--- src/solid_texture_sampler_defines.svh ---
// Assertion macros shared by the solid texture sampler RTL.
// Needs a clock named clk and an active-low reset named arst_n in scope.
`ifndef SOLID_TEXTURE_SAMPLER_DEFINES_SVH
`define SOLID_TEXTURE_SAMPLER_DEFINES_SVH

// Clocked property check, switched off while reset is asserted.
`define STS_ASSERT(lbl, prop, msg) \
	lbl: assert property (@(posedge clk) disable iff (!arst_n) prop) else $error(msg);

// A condition that must never hold at a clock edge.
`define STS_NEVER(lbl, cond, msg) `STS_ASSERT(lbl, !(cond), msg)

`endif

--- src/stex_pkg.sv ---
// Package for the solid texture sampler: constants, codes, types and helpers.
// Used by every module of the block; depends on nothing.
package stex_pkg;

	localparam int ADDR_W      = 18;
	localparam int TEXEL_W     = 24;
	localparam int SIZE_W      = 10;
	localparam int IDX_W       = 9;
	localparam int FRAC_BITS   = 16;
	localparam int INT_W       = 16;
	localparam int MAX_EXTENT  = 512;
	localparam int PIPE_DEPTH  = 19;

	localparam logic CMD_WRITE  = 1'b0;
	localparam logic CMD_LOOKUP = 1'b1;

	localparam logic [2:0] REG_WIDTH   = 3'd0;
	localparam logic [2:0] REG_HEIGHT  = 3'd1;
	localparam logic [2:0] REG_DEPTH   = 3'd2;
	localparam logic [2:0] REG_MODE    = 3'd3;
	localparam logic [2:0] REG_PRESENT = 3'd4;
	localparam logic [2:0] REG_BOX_X   = 3'd5;
	localparam logic [2:0] REG_BOX_Y   = 3'd6;
	localparam logic [2:0] REG_BOX_Z   = 3'd7;

	localparam logic [TEXEL_W-1:0] MAGENTA = 24'hFF00FF;

	// Control and write payload that travels beside the index units.
	typedef struct packed {
		logic               valid;
		logic               cmd;
		logic               no_tex;
		logic [ADDR_W-1:0]  widx;
		logic [TEXEL_W-1:0] wdata;
	} item_meta_t;

	// Saturate an axis size register to the range one to MAX_EXTENT.
	function automatic logic [SIZE_W-1:0] sat_size(input logic [SIZE_W-1:0] r);
		logic [SIZE_W-1:0] s;
		if (r == '0)
			s = SIZE_W'(1);
		else if (r > SIZE_W'(MAX_EXTENT))
			s = SIZE_W'(MAX_EXTENT);
		else
			s = r;
		return s;
	endfunction

endpackage

--- src/stex_axis.sv ---
// One axis of the coordinate-to-index mapping: brick modulo or bounded scaling.
// A pipelined restoring divider, one quotient bit a stage. Uses stex_pkg.
module stex_axis (
	input  logic                         clk,
	input  logic                         adv,
	input  logic signed [31:0]           coord,
	input  logic                         mode,
	input  logic [stex_pkg::SIZE_W-1:0]  size,
	input  logic [63:0]                  box,
	output logic [stex_pkg::IDX_W-1:0]   index
);
	import stex_pkg::*;

	localparam int STEPS = INT_W;

	logic [32:0] cx, mag;
	logic signed [33:0] num_c, den_c;
	logic zero_c, sat_c;

	logic [INT_W-1:0] int_s1;
	logic [31:0] num_s1;
	logic [32:0] den_s1;
	logic zero_s1, sat_s1;

	logic [41:0] prod;

	logic [33:0] div_r   [0:STEPS];
	logic [INT_W-1:0] div_low [0:STEPS];
	logic [INT_W-1:0] div_q   [0:STEPS];
	logic [32:0] div_dvs [0:STEPS];
	logic        div_zero [0:STEPS];
	logic        div_sat  [0:STEPS];

	logic [IDX_W-1:0] index_q;

	always_comb begin
		cx = {coord[31], coord};
		mag = coord[31] ? (33'd0 - cx) : cx;
		num_c = {{2{coord[31]}}, coord} - {{2{box[31]}}, box[31:0]};
		den_c = {{2{box[63]}}, box[63:32]} - {{2{box[31]}}, box[31:0]}
			+ 34'(1 << FRAC_BITS);
		zero_c = den_c[33] || (den_c == '0) || num_c[33] || (num_c == '0);
		sat_c = !zero_c && (num_c[32:0] >= den_c[32:0]);
	end

	always_ff @(posedge clk) begin
		if (adv) begin
			int_s1 <= mag[31:16];
			num_s1 <= num_c[31:0];
			den_s1 <= den_c[32:0];
			zero_s1 <= zero_c;
			sat_s1 <= sat_c;
		end
	end

	assign prod = num_s1 * size;

	// Bounded mode: the quotient is known to be below 2^16, so the upper
	// product bits seed the remainder and only the low 16 bits are shifted in.
	always_ff @(posedge clk) begin
		if (adv) begin
			div_r[0]    <= mode ? {8'd0, prod[41:16]} : 34'd0;
			div_low[0]  <= mode ? prod[15:0] : int_s1;
			div_dvs[0]  <= mode ? den_s1 : {23'd0, size};
			div_q[0]    <= '0;
			div_zero[0] <= mode && zero_s1;
			div_sat[0]  <= mode && sat_s1;
		end
	end

	for (genvar k = 0; k < STEPS; k++) begin : g_div
		logic [33:0] r2, rn;
		logic ge;
		always_comb begin
			r2 = {div_r[k][32:0], div_low[k][INT_W-1]};
			ge = r2 >= {1'b0, div_dvs[k]};
			rn = ge ? (r2 - {1'b0, div_dvs[k]}) : r2;
		end
		always_ff @(posedge clk) begin
			if (adv) begin
				div_r[k+1]    <= rn;
				div_low[k+1]  <= {div_low[k][INT_W-2:0], 1'b0};
				div_q[k+1]    <= {div_q[k][INT_W-2:0], ge};
				div_dvs[k+1]  <= div_dvs[k];
				div_zero[k+1] <= div_zero[k];
				div_sat[k+1]  <= div_sat[k];
			end
		end
	end

	always_ff @(posedge clk) begin
		if (adv) begin
			if (div_zero[STEPS])
				index_q <= '0;
			else if (!mode)
				index_q <= div_r[STEPS][IDX_W-1:0];
			else if (div_sat[STEPS])
				index_q <= IDX_W'(size - SIZE_W'(1));
			else
				index_q <= div_q[STEPS][IDX_W-1:0];
		end
	end

	assign index = index_q;

endmodule

--- config.mk ---
export PLATFORM = sky130hd
export DESIGN_NAME = stex_axis
export DESIGN_NICKNAME = d
export VERILOG_FILES = /design/src/solid_texture_sampler_defines.svh /design/src/stex_pkg.sv /design/src/stex_axis.sv
export SDC_FILE = /design/constraint.sdc
export NUM_CORES = 2
export LEC_CHECK = 0
export ABC_AREA = 0
export BUFFER_PORTS_ARGS = -buffer_cell sky130_fd_sc_hd__buf_2
export CAP_MARGIN = 20
export CORE_MARGIN = 8
export CORE_UTILIZATION = 52
export CTS_CLUSTER_DIAMETER = 100
export DETAILED_ROUTE_END_ITERATION = 8
export GPL_TIMING_DRIVEN = 0
export PLACE_DENSITY_LB_ADDON = 0.3
export SYNTH_ARGS = -nofsm -noshare
export SYNTH_HDL_FRONTEND = slang
export SYNTH_SLANG_ARGS = --single-unit
--- constraint.sdc ---
create_clock -name clk -period 20 [get_ports clk]
set_input_delay 3 -clock clk [delete_from_list [all_inputs] [get_ports clk]]
set_output_delay 3 -clock clk [all_outputs]
set_load 0.005 [all_outputs]
======== After elaboration in Yosys (flattened, before gate mapping) ========
Memories as Yosys holds them, arrays and structs flattened.
Cells that the tools add are included.
word-level totals
  register bits ........................... 92
  memory bits (writable) .................. 1717
  output and inout bits ................... 9
  logic and storage cells ................. 85
  memories kept ........................... 6
memories
  name      depth  bits a word  read ports  clocked after memory_dff  wr ports  RTL line         source
  div_r     17     34           17          0                         17        stex_axis.sv:27  logic [33:0] div_r [0:STEPS];
  div_dvs   17     33           16          0                         17        stex_axis.sv:30  logic [32:0] div_dvs [0:STEPS];
  div_low   17     16           16          0                         17        stex_axis.sv:28  logic [INT_W-1:0] div_low [0:STEPS];
  div_q     17     16           17          0                         17        stex_axis.sv:29  logic [INT_W-1:0] div_q [0:STEPS];
  div_sat   17     1            17          0                         17        stex_axis.sv:32  logic div_sat [0:STEPS];
  div_zero  17     1            17          0                         17        stex_axis.sv:31  logic div_zero [0:STEPS];
cells by class
  add/sub/neg operators ................... 21
  $mul .................................... 1
  magnitude comparators ................... 17
  multiplexer cells ....................... 24
  reduce and logical (&&, ||, !) cells .... 9
operators by type and width
  cell                                                number
  >= comparator 34 x 33 -> 1 bit                      16
  two-way mux 34 bit                                  16
  subtractor 34 x 33 -> 34 bit                        16
  zero test 34 bit                                    2
  subtractor 32 x 32 -> 33 bit                        2
  multiplier 32 x 10 -> 42 bit                        1
  adder 33 x 18 -> 34 bit (second input constant)     1
  >= comparator 33 bit                                1
  two-way mux 33 bit                                  1
  subtractor 1 x 32 -> 32 bit (first input constant)  1
  two-way mux 31 bit                                  1
  two-way mux 26 bit                                  1
  two-way mux 9 bit                                   2
  two-way mux 16 bit                                  1
  subtractor 9 x 1 -> 9 bit (second input constant)   1
  logical AND 1 bit                                   3
  logical OR 1 bit                                    3
  two-way mux 1 bit                                   2
  zero test 1 bit                                     1

======== Depth between registers and ports, before layout ========
  depth after elaboration ................. 8
  mapped depth ............................ 25
  mapped depth without buffers ............ 25

======== Worst setup path before layout ========
OpenSTA, ideal clock, no wires.
  path type ............................... input to register
  start ................................... in size[1] (netlist bit)
  end ..................................... mem div_r[0][23] (data pin)
  arrival ................................. 8712 ps
  required time ........................... 19745 ps
  slack ................................... 11033 ps
  cell stages on the path ................. 25
  cells stage by stage .................... clkbuf_1 clkbuf_1 nand2_1 fa_1 inv_1 fa_1 inv_1 fa_1 inv_1 fa_1 inv_1 fa_1 inv_1 ha_1 a2111oi_0 o21ai_0 a31oi_1 a211oi_1 o21ai_0 a21boi_0 o21ai_0 a31oi_1 a311oi_1 xnor2_1 and2_1
RTL lines
  what             RTL line         source
  start, declared  stex_axis.sv:8   input logic [stex_pkg::SIZE_W-1:0] size,
  end, declared    stex_axis.sv:27

==> reports/results.tsv <==
stage	metric	value	unit
placed_design	dpl ws	9.329	ns
sta	fin crit period	10.04	ns
sta	Fin Clk Skew	0.03643	ns
detailed_routing	vias	61779	
sta	fmax	99.59	MHz
yosys	#FFs+latches synth	1365	
floorplanning	DIE AREA	183800	um^2
yosys	Avg Cell Area, Syn	10.87	um^2
yosys	Synth Instances	8148	
cts	Num CTS Buffers	150	
yosys	Yosys warning total	0	
sta	max-slew violation count	0	
global_route	vias in the first global route	61372	
layout	share of layout cells above drive strength 1	7.720	%
detailed_routing	drt first-iter violations	4815	
worst_setup_path	Critical Path RT	20.61	ns
detailed_routing	Vias/cell	5.745	
placed_design	placed cells	10483	
worst_setup_path	CP Max Fanout	10	
cts	CTS Hold Bufs	0	
worst_setup_path	CP max-delay cell	clkbuf_1	
worst_setup_path	reg-to-reg startpoint	num_s1[6]$_DFFE_PP_	
yosys	cell taking the most area after synthesis	edfxtp_1	
cts	CTS tree	built	
cts	H-tree levels	4	
cts	post-CTS sizing	0	
worst_setup_path	Crit Path Class	in -> reg	
job	MaxCap Viol Count	0	
sta	worst hold slack	0.3862	ns
sta	# setup viols final	0	
floorplanning	Initial Util	52.31	%
worst_setup_path	critical path endpoint category	flop	
power_and_ir_drop	maximum VDD drop	0.2019	mV
cts	CTS sink cnt	1365	
detailed_routing	routed wire length	217400	um
cts	number of setup buffers added after CTS	0	
floorplanning	Boundary Pins	118	
cts	Worst-path clk slew	0.06	ns
global_route	first-pass GRT wire length	339300	um
worst_setup_path	CP bufs+invs	7	
sta	Slew @ Worst Pin	1.039	ns
floorplanning	Cell Rows	151	
yosys	Post-synth ARST share	0	%
floorplanning	die width	428.7	um
yosys	Main synth FF type	edfxtp_1	
worst_setup_path	Data arrival, critical path	10.65	ns
worst_setup_path	Worst path depth	25	
yosys	most frequent cell after synthesis	edfxtp_1	
cts	worst skew pair latency	0.81	ns
global_route	Total Routing Usage GR	23.05	%
yosys	list of most frequent post-synthesis cells	edfxtp_1 (1,365), inv_1 (1,007), ha_1 (729), nand2_1 (621), a21oi_1 (557)	
placed_design	port bufs	108	
min_path	Hold Crit Class	reg -> reg	
layout	ANT cells	0	
floorplanning	die height	428.7	um
sta	relative slew slack	30.75	%
worst_setup_path	Worst R2R Path Depth	24	
yosys	syn_nets	9242	
yosys	Mapped Area	88560	um^2
yosys	largest cells by area after synthesis	edfxtp_1 (46%), ha_1 (10%), fa_1 (5.8%)	
detailed_routing	final routed DRC violation total	0	
detailed_routing	Routed Antenna Nets	0	
placed_design	GP Congestion	0.9261	
detailed_routing	wire per inst	20.22	um
worst_setup_path	CP startpoint kind	input pin	
cts	Clock Tree Root	clkbuf_16	
layout	Post-Route Utilization	57.37	%
sta	Final WS setup	9.959	ns
layout	Layout area overhead	9.654	%
worst_setup_path	Critical path origin	size[2]	
sta	Final Hold Viols	0	
yosys	Post-synth EDFFs	1365	
worst_setup_path	crit path to	div_r[0][23]$_SDFFCE_PN0P_	
sta	Tcrit/Tclk final	50.21	%
worst_setup_path	Max stage delay on crit path	0.71	ns
layout	Final Non-Filler Cells	10754	
global_route	remaining global-route overflow	0	
power_and_ir_drop	total leakage power	0.04128	uW
detailed_routing	DRT Pass-1 Iters	6	
worst_setup_path	Top delay family on crit path	adder cells	
worst_setup_path	r2r setup slk	12.55	ns
global_route	largest net degree at the start of global routing	184	
sta	RSZ-0062 raised after global routing	false	
run_status	status	complete, no violations	
placed_design	DP Wirelength	170800	um
cts	clk buf depth	3	
floorplanning	core area	169300	um^2
power_and_ir_drop	Pwr Density	178.6	nW/um^2
yosys	sequential-to-total area share from yosys stat	46.28	%
global_route	initial antenna violation count	6	
yosys	Synth top area share	46.28	%
layout	fin nets	9511	
worst_setup_path	RR Endpoint	div_r[0][23]$_SDFFCE_PN0P_	
yosys	Netlist cell types	97	
-- metal layers --
layer	GRT usage, %	vias to the layer above	routed length, um
met2	39.32	1720	104700
met5	0	-	12
met1	29.82	29930	93030
li1	-	29662	-
met4	9.421	2	9398
met3	2.938	465	10330
-- report_power, final --
part	switching (uW)	total [uW]	internal, uW
combinational	5700	9800	4100
sequential	447	4770	4320
clock	1180	2770	1600
-- registers in the layout, indices dropped and copies added, names as in the netlist --
signal / cells
div_r: 530
div_dvs: 528
div_low: 136
div_q: 45
den_s1: 33
num_s1: 32
div_sat: 17
div_zero: 17
int_s1: 16
index: 9
sat_s1: 1
zero_s1: 1
-- how the worst min path moves through the flow --
| stage | from | endpoint | cells past startpoint |
|---|---|---|---|
| after floorplan | div_low[0][85]$_DFFE_PP_ | div_low[0][102]$_DFFE_PP_ | 0 |
| after global placement | div_low[0][21]$_DFFE_PP_ | div_low[0][38]$_DFFE_PP_ | 0 |
| after detailed placement | div_low[0][102]$_DFFE_PP_ | div_low[0][119]$_DFFE_PP_ | 0 |
| after CTS | div_low[0][105]$_DFFE_PP_ | div_low[0][122]$_DFFE_PP_ | 0 |
| after global routing | div_low[0][105]$_DFFE_PP_ | div_low[0][122]$_DFFE_PP_ | 0 |
| final | div_low[0][156]$_DFFE_PP_ | div_low[0][173]$_DFFE_PP_ | 0 |
-- worst register-to-register path, stage by stage (launching register included) --
cell	delay, ns
edfxtp_1	0.33
buf_1	0.45
nand2_1	0.16
fa_1	0.52
inv_1	0.05
fa_1	0.50
inv_1	0.06
fa_1	0.53
inv_1	0.05
fa_1	0.48
inv_1	0.06
fa_1	0.47
inv_1	0.04
ha_1	0.37
a2111oi_0	0.37
o21ai_0	0.22
a31oi_1	0.43
a211oi_1	0.25
o21ai_0	0.42
a21boi_0	0.20
o21ai_0	0.24
a31oi_1	0.22
a311oi_1	0.39
xnor2_1	0.17
and2_1	0.29
-- cells in the final DEF, fill, tap and decap left out, types with 34 or more instances in the layout --
| cell | instances |
|---|---|
| edfxtp_1 | 1365 |
| inv_1 | 1007 |
| ha_1 | 729 |
| nand2_1 | 621 |
| a21oi_1 | 557 |
| o21ai_0 | 464 |
| nor2_1 | 392 |
| xnor2_1 | 313 |
| a21o_1 | 260 |
| fa_1 | 256 |
| and2_1 | 236 |
| mux2_2 | 213 |
| xor2_1 | 175 |
| clkbuf_1 | 157 |
| clkbuf_16 | 150 |
| buf_2 | 133 |
| nor3_1 | 103 |
| nand2b_1 | 102 |
| nand3_1 | 95 |
| nand4_1 | 93 |
| o21a_1 | 92 |
| nor2b_1 | 85 |
| o21bai_1 | 75 |
| a211oi_1 | 57 |
| and3_1 | 57 |
| a31oi_1 | 53 |
| o31ai_1 | 44 |
| mux2i_1 | 44 |
| nor4_1 | 38 |
| or3_1 | 34 |
-- metrics by stage --
stage          setup TNS (ns)  total power, uW  instance area [um^2]
2_1_floorplan               0            11780                 88560
3_3_place_gp         -6371.72            14420                 91880
3_5_place_dp                0            14460                 92120
4_1_cts                     0            17360                 97110
5_1_grt                     0            18670                 97110
6_report                    0            17350                 97110
-- cells by family (layout without fill, tap and decap cells) --
family / Yosys count / after routing / share of synthesized area [%]
buffers and inverters: 1204 / 1592 / 5.174
adder cells (fa/ha/maj): 985 / 985 / 16.09
AO/OA/AOI/OAI: 1895 / 1895 / 13.55
flip-flops: 1365 / 1365 / 46.28
AND/OR/NAND/NOR: 1954 / 1954 / 10.87
XOR/XNOR: 488 / 488 / 4.826
multiplexers: 257 / 257 / 3.206
-- cell type report --
cell class	instances	area [um^2]
buffer	197	802.0
clock buffer	170	3829
clock inverter	101	1159
fill	14039	72170
inverter	1007	3780
multi-input combinational	5579	42990
sequential	1365	40990
tap	2218	2775
timing repair buffer	117	787.0
(Power assumes the default switching activity.)
